## config.mk

```make
export PLATFORM = sky130hd
export DESIGN_NAME = indexed_sequence_store_unit
export DESIGN_NICKNAME = d
export VERILOG_FILES = /design/src/rtl/isu_pkg.sv /design/src/rtl/isu_ctrl.sv /design/src/rtl/isu_dpath.sv /design/src/rtl/indexed_sequence_store_unit.sv
export SDC_FILE = /design/constraint.sdc
export NUM_CORES = 2
export LEC_CHECK = 0
export BUFFER_PORTS_ARGS = -buffer_cell sky130_fd_sc_hd__buf_2
export CAP_MARGIN = 20
export CORE_ASPECT_RATIO = 1.75
export CORE_UTILIZATION = 55
export CTS_BUF_LIST = sky130_fd_sc_hd__clkbuf_8
export DETAILED_ROUTE_END_ITERATION = 16
export PLACE_DENSITY_LB_ADDON = 0.15
export REMOVE_ABC_BUFFERS = 1
export SYNTH_ARGS = -nofsm -noshare
export SYNTH_HDL_FRONTEND = slang
export SYNTH_HIERARCHICAL = 1
export SYNTH_SLANG_ARGS = --single-unit
export TNS_END_PERCENT = 1
```

## constraint.sdc

```tcl
create_clock -name clk -period 4.8 [get_ports clk]
set_clock_uncertainty 0.05 [all_clocks]
set_input_delay 0 -clock clk [delete_from_list [all_inputs] [get_ports clk]]
set_output_delay 0 -clock clk [all_outputs]
set_load 0.05 [all_outputs]
```

## src/rtl/isu_pkg.sv

```systemverilog
// ----------------------------------------------------------------------------
// isu_pkg
// Shared types and constants for the indexed sequence store: list capacity,
// field widths, operation codes and the controller/datapath command and
// status bundles.
// ----------------------------------------------------------------------------
package isu_pkg;

  localparam int CAPACITY = 64;
  localparam int ADDR_W   = $clog2(CAPACITY);
  localparam int CNT_W    = $clog2(CAPACITY + 1);
  localparam int OP_W     = 3;
  localparam int POS_W    = 6;
  localparam int DATA_W   = 32;
  localparam int USED_W   = 7;

  typedef enum logic [OP_W-1:0] {
    OP_APPEND = 3'd0,
    OP_INSERT = 3'd1,
    OP_DELETE = 3'd2,
    OP_MODIFY = 3'd3,
    OP_READ   = 3'd4,
    OP_CLEAR  = 3'd5
  } op_t;

  typedef struct packed {
    logic load;        // capture request
    logic rd_pos;      // read entry at position
    logic rd_shift;    // read neighbor of index
    logic wr_append;   // write value at count
    logic wr_pos;      // write value at position
    logic wr_shift;    // write read data at index
    logic idx_step;    // advance index
    logic cnt_inc;
    logic cnt_dec;
    logic cnt_clr;
    logic set_ok;
    logic cap_rd;      // capture read data for result
    logic res_load;    // load result register
  } cmd_t;

  typedef struct packed {
    op_t  op;
    logic in_range;
    logic not_full;
    logic ins_last;
    logic del_none;
    logic del_last;
    logic out_free;
  } status_t;

endpackage

```

## src/rtl/isu_ctrl.sv

```systemverilog
// ----------------------------------------------------------------------------
// isu_ctrl
// Request sequencer: decodes the captured operation, steps the shift loop
// for insert and delete, and hands the finished beat to the result register.
// ----------------------------------------------------------------------------
module isu_ctrl (
  input  logic             clk,
  input  logic             rst,
  input  logic             in_valid,
  input  isu_pkg::status_t status,
  output isu_pkg::cmd_t    cmd,
  output logic             idle
);

  typedef enum logic [6:0] {
    S_IDLE    = 7'b0000001,
    S_EXEC    = 7'b0000010,
    S_SH_RD   = 7'b0000100,
    S_SH_WR   = 7'b0001000,
    S_FIN_WR  = 7'b0010000,
    S_RD_WAIT = 7'b0100000,
    S_DONE    = 7'b1000000
  } state_t;

  state_t state, state_next;

  assign idle = (state == S_IDLE);

  always_ff @(posedge clk) begin
    if (rst) begin
      state <= S_IDLE;
    end else begin
      state <= state_next;
    end
  end

  always_comb begin
    cmd        = '0;
    state_next = state;
    unique case (state)
      S_IDLE: begin
        if (in_valid) begin
          cmd.load   = 1'b1;
          state_next = S_EXEC;
        end
      end
      S_EXEC: begin
        state_next = S_DONE;
        unique case (status.op)
          isu_pkg::OP_APPEND: begin
            if (status.not_full) begin
              cmd.wr_append = 1'b1;
              cmd.cnt_inc   = 1'b1;
              cmd.set_ok    = 1'b1;
            end
          end
          isu_pkg::OP_INSERT: begin
            if (status.not_full && status.in_range) begin
              state_next = S_SH_RD;
            end
          end
          isu_pkg::OP_DELETE: begin
            if (status.in_range) begin
              if (status.del_none) begin
                cmd.cnt_dec = 1'b1;
                cmd.set_ok  = 1'b1;
              end else begin
                state_next = S_SH_RD;
              end
            end
          end
          isu_pkg::OP_MODIFY: begin
            if (status.in_range) begin
              cmd.wr_pos = 1'b1;
              cmd.set_ok = 1'b1;
            end
          end
          isu_pkg::OP_READ: begin
            if (status.in_range) begin
              cmd.rd_pos = 1'b1;
              state_next = S_RD_WAIT;
            end
          end
          isu_pkg::OP_CLEAR: begin
            cmd.cnt_clr = 1'b1;
            cmd.set_ok  = 1'b1;
          end
          default: begin
          end
        endcase
      end
      S_SH_RD: begin
        cmd.rd_shift = 1'b1;
        state_next   = S_SH_WR;
      end
      S_SH_WR: begin
        cmd.wr_shift = 1'b1;
        cmd.idx_step = 1'b1;
        state_next   = S_SH_RD;
        if (status.op == isu_pkg::OP_INSERT) begin
          if (status.ins_last) begin
            state_next = S_FIN_WR;
          end
        end else if (status.del_last) begin
          cmd.cnt_dec = 1'b1;
          cmd.set_ok  = 1'b1;
          state_next  = S_DONE;
        end
      end
      S_FIN_WR: begin
        cmd.wr_pos  = 1'b1;
        cmd.cnt_inc = 1'b1;
        cmd.set_ok  = 1'b1;
        state_next  = S_DONE;
      end
      S_RD_WAIT: begin
        cmd.cap_rd = 1'b1;
        cmd.set_ok = 1'b1;
        state_next = S_DONE;
      end
      S_DONE: begin
        if (status.out_free) begin
          cmd.res_load = 1'b1;
          state_next   = S_IDLE;
        end
      end
      default: begin
        state_next = S_IDLE;
      end
    endcase
  end

endmodule

```

## src/rtl/isu_dpath.sv

```systemverilog
// ----------------------------------------------------------------------------
// isu_dpath
// Entry memory, count, request and index registers, and the output result
// register with its valid/stall handshake.
// ----------------------------------------------------------------------------
module isu_dpath (
  input  logic                               clk,
  input  logic                               rst,
  input  isu_pkg::cmd_t                      cmd,
  output isu_pkg::status_t                   status,
  input  logic [isu_pkg::OP_W-1:0]           operation,
  input  logic [isu_pkg::POS_W-1:0]          position,
  input  logic signed [isu_pkg::DATA_W-1:0]  entry_value,
  output logic                               out_valid,
  input  logic                               out_stall,
  output logic signed [isu_pkg::DATA_W-1:0]  read_data,
  output logic [isu_pkg::USED_W-1:0]         used_count,
  output logic                               accepted
);

  localparam int CMP_W = isu_pkg::CNT_W + 1;

  logic [isu_pkg::DATA_W-1:0] mem [isu_pkg::CAPACITY];
  logic [isu_pkg::DATA_W-1:0] rdata;

  isu_pkg::op_t               op;
  logic [isu_pkg::POS_W-1:0]  pos;
  logic [isu_pkg::DATA_W-1:0] val;
  logic [isu_pkg::ADDR_W-1:0] idx;
  logic [isu_pkg::CNT_W-1:0]  cnt;
  logic                       ok;
  logic [isu_pkg::DATA_W-1:0] rd_hold;

  logic                       wr_en;
  logic [isu_pkg::ADDR_W-1:0] wr_addr;
  logic [isu_pkg::DATA_W-1:0] wr_data;
  logic                       rd_en;
  logic [isu_pkg::ADDR_W-1:0] rd_addr;
  logic [isu_pkg::ADDR_W-1:0] pos_addr;
  logic [isu_pkg::ADDR_W-1:0] idx_dn;
  logic [isu_pkg::ADDR_W-1:0] idx_up;
  logic [CMP_W-1:0]           pos_x;
  logic [CMP_W-1:0]           idx_x;
  logic [CMP_W-1:0]           cnt_x;

  assign pos_addr = isu_pkg::ADDR_W'(pos);
  assign idx_dn   = idx - 1'b1;
  assign idx_up   = idx + 1'b1;
  assign pos_x    = CMP_W'(pos);
  assign idx_x    = CMP_W'(idx);
  assign cnt_x    = CMP_W'(cnt);

  assign status.op       = op;
  assign status.in_range = pos_x < cnt_x;
  assign status.not_full = cnt_x < CMP_W'(isu_pkg::CAPACITY);
  assign status.ins_last = idx_dn == pos_addr;
  assign status.del_none = (idx_x + CMP_W'(1)) >= cnt_x;
  assign status.del_last = (idx_x + CMP_W'(2)) >= cnt_x;
  assign status.out_free = !out_valid || !out_stall;

  // memory ports
  assign wr_en   = cmd.wr_append || cmd.wr_pos || cmd.wr_shift;
  assign wr_data = cmd.wr_shift ? rdata : val;
  assign rd_en   = cmd.rd_pos || cmd.rd_shift;

  always_comb begin
    priority if (cmd.wr_append) begin
      wr_addr = cnt[isu_pkg::ADDR_W-1:0];
    end else if (cmd.wr_shift) begin
      wr_addr = idx;
    end else begin
      wr_addr = pos_addr;
    end
  end

  always_comb begin
    priority if (cmd.rd_pos) begin
      rd_addr = pos_addr;
    end else if (op == isu_pkg::OP_INSERT) begin
      rd_addr = idx_dn;
    end else begin
      rd_addr = idx_up;
    end
  end

  always_ff @(posedge clk) begin
    if (wr_en) begin
      mem[wr_addr] <= wr_data;
    end
  end

  always_ff @(posedge clk) begin
    if (rd_en) begin
      rdata <= mem[rd_addr];
    end
  end

  // request and index registers
  always_ff @(posedge clk) begin
    if (cmd.load) begin
      op  <= isu_pkg::op_t'(operation);
      pos <= position;
      val <= entry_value;
      if (isu_pkg::op_t'(operation) == isu_pkg::OP_INSERT) begin
        idx <= cnt[isu_pkg::ADDR_W-1:0];
      end else begin
        idx <= isu_pkg::ADDR_W'(position);
      end
    end else if (cmd.idx_step) begin
      idx <= (op == isu_pkg::OP_INSERT) ? idx_dn : idx_up;
    end
  end

  always_ff @(posedge clk) begin
    if (cmd.load) begin
      ok      <= 1'b0;
      rd_hold <= '0;
    end else begin
      if (cmd.set_ok) begin
        ok <= 1'b1;
      end
      if (cmd.cap_rd) begin
        rd_hold <= rdata;
      end
    end
  end

  // count
  always_ff @(posedge clk) begin
    if (rst) begin
      cnt <= '0;
    end else if (cmd.cnt_clr) begin
      cnt <= '0;
    end else if (cmd.cnt_inc) begin
      cnt <= cnt + 1'b1;
    end else if (cmd.cnt_dec) begin
      cnt <= cnt - 1'b1;
    end
  end

  // result register
  always_ff @(posedge clk) begin
    if (rst) begin
      out_valid <= 1'b0;
    end else if (cmd.res_load) begin
      out_valid <= 1'b1;
    end else if (!out_stall) begin
      out_valid <= 1'b0;
    end
  end

  always_ff @(posedge clk) begin
    if (cmd.res_load) begin
      read_data  <= rd_hold;
      used_count <= isu_pkg::USED_W'(cnt);
      accepted   <= ok;
    end
  end

endmodule

```

## src/rtl/indexed_sequence_store_unit.sv

```systemverilog
// ----------------------------------------------------------------------------
// indexed_sequence_store_unit
// Ordered list of signed 32-bit entries with append, insert, delete, modify,
// read and clear. Insert and delete move entries one at a time through a
// single-port-write, single-port-read memory.
// ----------------------------------------------------------------------------
// Append, modify, clear and any refused request finish in the execute state;
// read adds a read-wait state; insert and delete run the shift loop (read,
// write) once per moved entry, and insert ends with a final write.
// One request at a time; the next request is taken the cycle after the
// result is loaded.
// Reset (synchronous, rst high) empties the list and drops any pending result.
module indexed_sequence_store_unit (
  input  logic                               clk,
  input  logic                               rst,
  input  logic                               in_valid,
  output logic                               in_stall,
  input  logic [isu_pkg::OP_W-1:0]           operation,
  input  logic [isu_pkg::POS_W-1:0]          position,
  input  logic signed [isu_pkg::DATA_W-1:0]  entry_value,
  output logic                               out_valid,
  input  logic                               out_stall,
  output logic signed [isu_pkg::DATA_W-1:0]  read_data,
  output logic [isu_pkg::USED_W-1:0]         used_count,
  output logic                               accepted
);

  isu_pkg::cmd_t    cmd;
  isu_pkg::status_t status;
  logic             idle;

  assign in_stall = !idle;

  isu_ctrl u_ctrl (
    .clk      (clk),
    .rst      (rst),
    .in_valid (in_valid),
    .status   (status),
    .cmd      (cmd),
    .idle     (idle)
  );

  isu_dpath u_dpath (
    .clk         (clk),
    .rst         (rst),
    .cmd         (cmd),
    .status      (status),
    .operation   (operation),
    .position    (position),
    .entry_value (entry_value),
    .out_valid   (out_valid),
    .out_stall   (out_stall),
    .read_data   (read_data),
    .used_count  (used_count),
    .accepted    (accepted)
  );

endmodule

```

==> summary.md <==
| Metric | Value |
|---|---|
| Core Region | 156,200 um^2 |
| Hold path startpoint | position[2] |
| Fin nets | 4,791 |
| CTS Root Buffer Type | clkbuf_8 |
| Reg2Reg Depth | 21 |
| Hold Path Class | input pin to flop |
| Lkg Pwr | 32.71 nW |
| Routability congestion estimate | 0.8246 |
| Largest cells by area after synthesis | edfxtp_1 (75%), mux4_2 (13%), mux2i_1 (1.7%), dfxtp_1 (1.1%), nand2_1 (1.1%) |
| EDFF count, synth | 2,167 |
| Latest clock arrival within the worst-skew pair | 0.93 ns |
| Congestion Overflow GR | 0 |
| Initial antenna violation count | 7 |
| Final Util | 0.6384 |
| Crit-path max FO | 13 |
| Final Hold Violating Endpoints | 0 |
| Vias in the first global route | 45,526 |
| I/O Pins | 87 |
| Kind of critical path | flop to flop |
| Vias | 43,461 |
| Worst endpoint required time | 5.42 ns |
| Placed Cells | 6,298 |
| FMAX | 0.2166 GHz |
| CTS sink cnt | 2,215 |
| CP Data Arrival Time | 5.24 ns |
| Post-Synthesis Cell Area | 86,360 um^2 |
| H-tree depth | 5 |
| Non-Filler Instances | 6,988 |
| Vias per cell | 6.219 |
| DRC | 13 |
| Width of the chip | 301.5 um |
| Syn Inst Count | 4,074 |
| Total CTS buffers | 312 |
| Die Ht | 526.2 um |
| VDD IR max | 0.2915 mV |
| Seq/Total Area, Yosys | 0.7646 |
| Die area | 158,700 um^2 |
| CP Capture Type | flop |
| Main synth FF type | edfxtp_1 |
| Yosys warns | 6 |
| Hold depth | 4 |
| Startpoint types | flop |
| DR iter-0 viols | 4,199 |
| Most frequent cells in the layout | edfxtp_1 (2,167), mux4_2 (507), clkbuf_8 (326) |
| Row cnt | 192 |
| WHS Endpoint | u_dpath/idx[2]$_DFFE_PP_ |
| Max_cap viols | 0 |
| Final period utilization | 0.9619 |
| Syn-to-layout area delta | 15.43% |
| DR pass1 iterations | 11 |
| WL final | 214.2 mm |
| Antenna Nets Post-Route | 0 |
| Violations in the final reports | design-rule violations |
| Worst flop-to-flop path endpoint | u_dpath/rdata[16]$_DFFE_PP_ |
| Clock transition at path regs | 0.07 ns |
| Synth unique cells | 73 |
| Pwr dens | 423.3 nW/um^2 |
| Worst r2r src | u_dpath/pos[1]$_DFFE_PP_ |
| Total GRT Usage | 0.2726 |
| Setup Viol. Count Final | 0 |
| Most common cell after layout, fill and taps aside | edfxtp_1 |
| Reg2reg setup slack | 0.18 ns |
| Fillers | 10,615 |
| Starting Density | 0.5531 |
| Total power | 0.04220 W |
| # port buffers | 86 |
| Leading area contributor after synthesis | edfxtp_1 |
| Layout cells sized above 1 | 0.3138 |
| Max-slew violations | 0 |
| Tightest Pin Transition | 1.168 ns |
| Max clock buf depth | 4 |
| Largest net degree at the start of global routing | 65 |
| Flops & latches, synth | 2,215 |
| Asr flop ratio synth | 0 |
| DP HPWL | 130.5 mm |
| Fin crit period | 4.617 ns |
| Status | complete, but fails checks |
| Syn Area/Cell | 21.20 um^2 |
| Wire length per cell | 30.65 um |
| Share of the synthesized area in the top cell type | 0.7535 |
| Slew margin rel. | 0.2213 |
| CTS tree | built |
| First-pass GRT wire length | 308.0 mm |
==> metal layers <==
metal  GRT usage  routed length [um]
met3     0.04651               15780
met5           0                  44
met1      0.3465               79160
met2      0.4782              113500
met4     0.08263                5718
==> power breakdown <==
part	internal (W)	total (W)	leakage [nW]	switching (W)
Sequential	0.0214	0.0215	19.9	0.0000433
Clock	0.00692	0.0139	3.28	0.00698
Combinational	0.00304	0.00681	9.54	0.00377
Total	0.0314	0.0422	32.7	0.0108
==> synthesized netlist by cell type (all sizes together), types with 11 or more instances <==
library cell	count
o21ai	17
nor2	145
inv	18
a22oi	36
and3	52
clkbuf	51
nand2	254
a31oi	38
xor2	11
mux2	76
xnor2	17
mux4	508
o22ai	20
mux2i	150
nand3	52
a21oi	53
dfxtp	48
a211oi	21
a211o	27
edfxtp	2167
ha	28
buf	169
==> timing repair <==
item                                    in CTS  in global routing
hold endpoints to repair                   118                  0
buffers inserted                             3                 21
cloned                                       0                  6
resized for setup                            4                 44
hold buffers                                90                  0
pin swaps                                    1                  4
endpoints found under the setup margin       6                 32
==> flip-flops by register name, summed over array words and instances, names as in the netlist <==
signal              count
u_ctrl/state            7
u_dpath/accepted        1
u_dpath/cnt             7
u_dpath/idx             6
u_dpath/mem          2048
u_dpath/ok              1
u_dpath/op              3
u_dpath/out_valid       1
u_dpath/pos             6
u_dpath/rd_hold        32
u_dpath/rdata          32
u_dpath/read_data      32
u_dpath/used_count      7
u_dpath/val            32
==> worst max-delay path by stage <==
stage / startpoint / depth (start not counted) / end
4_1_cts: u_dpath/pos[1]$_DFFE_PP_ / 20 / u_dpath/rdata[16]$_DFFE_PP_
5_1_grt: u_dpath/pos[1]$_DFFE_PP_ / 21 / u_dpath/rdata[15]$_DFFE_PP_
2_1_floorplan: u_dpath/pos[1]$_DFFE_PP_ / 17 / u_dpath/rdata[13]$_DFFE_PP_
3_5_place_dp: u_dpath/pos[1]$_DFFE_PP_ / 20 / u_dpath/rdata[23]$_DFFE_PP_
3_3_place_gp: u_dpath/pos[1]$_DFFE_PP_ / 19 / u_dpath/rdata[13]$_DFFE_PP_
6_report: u_dpath/pos[1]$_DFFE_PP_ / 21 / u_dpath/rdata[16]$_DFFE_PP_
==> final cells by class <==
type | instances | area (um^2) | share of cell area
inverter | 19 | 71.32 | 0.0007154
tap | 2037 | 2549 | 0.02557
multi-input combinational | 1620 | 19510 | 0.1957
clock inverter | 220 | 1257 | 0.01261
antenna | 2 | 5.005 | 0.00005021
clock buffer | 326 | 4487 | 0.04501
sequential | 2215 | 66030 | 0.6624
timing repair buffer | 549 | 5771 | 0.05789
==> cell families after synthesis <==
logic type | share of synthesized area
flip-flops | 0.7646
multiplexers | 0.1598
AND/OR/NAND/NOR | 0.02990
AO/OA/AOI/OAI | 0.02114
buffers and inverters | 0.01715
adder cells (fa/ha/maj) | 0.004289
XOR/XNOR | 0.003057
==> worst max-delay path, stage by stage, from the launching register on <==
cell	delay, ns
edfxtp_1	0.40
ha_1	0.33
a21oi_2	0.12
nor2b_1	0.05
o21ai_0	0.17
nand2b_1	0.08
a21oi_1	0.15
nor2b_1	0.06
o21ai_1	0.16
nand4_1	0.17
nor2_2	0.21
buf_6	0.18
nand2b_2	0.11
nand2_8	0.13
buf_12	0.17
buf_16	0.17
buf_12	0.14
buf_12	0.16
mux4_2	0.53
mux2i_1	0.34
a211oi_1	0.21
a211o_1	0.26
==> through the flow <==
step	setup TNS (ns)	setup slack, ns	area [um^2]	hold WS (ns)
global route	-0.05719	-0.01443	99690	0.08413
CTS	0	0.01284	98680	0.002633
detailed placement	-0.1473	-0.06436	91980	0.1281
global placement	-0.3678	-0.08601	91980	0.1269
floorplan	-415.82	-15.23	84950	0.01941
finish	0	0.1827	99690	0.05440
No activity file was read; power rests on OpenSTA's default activity.
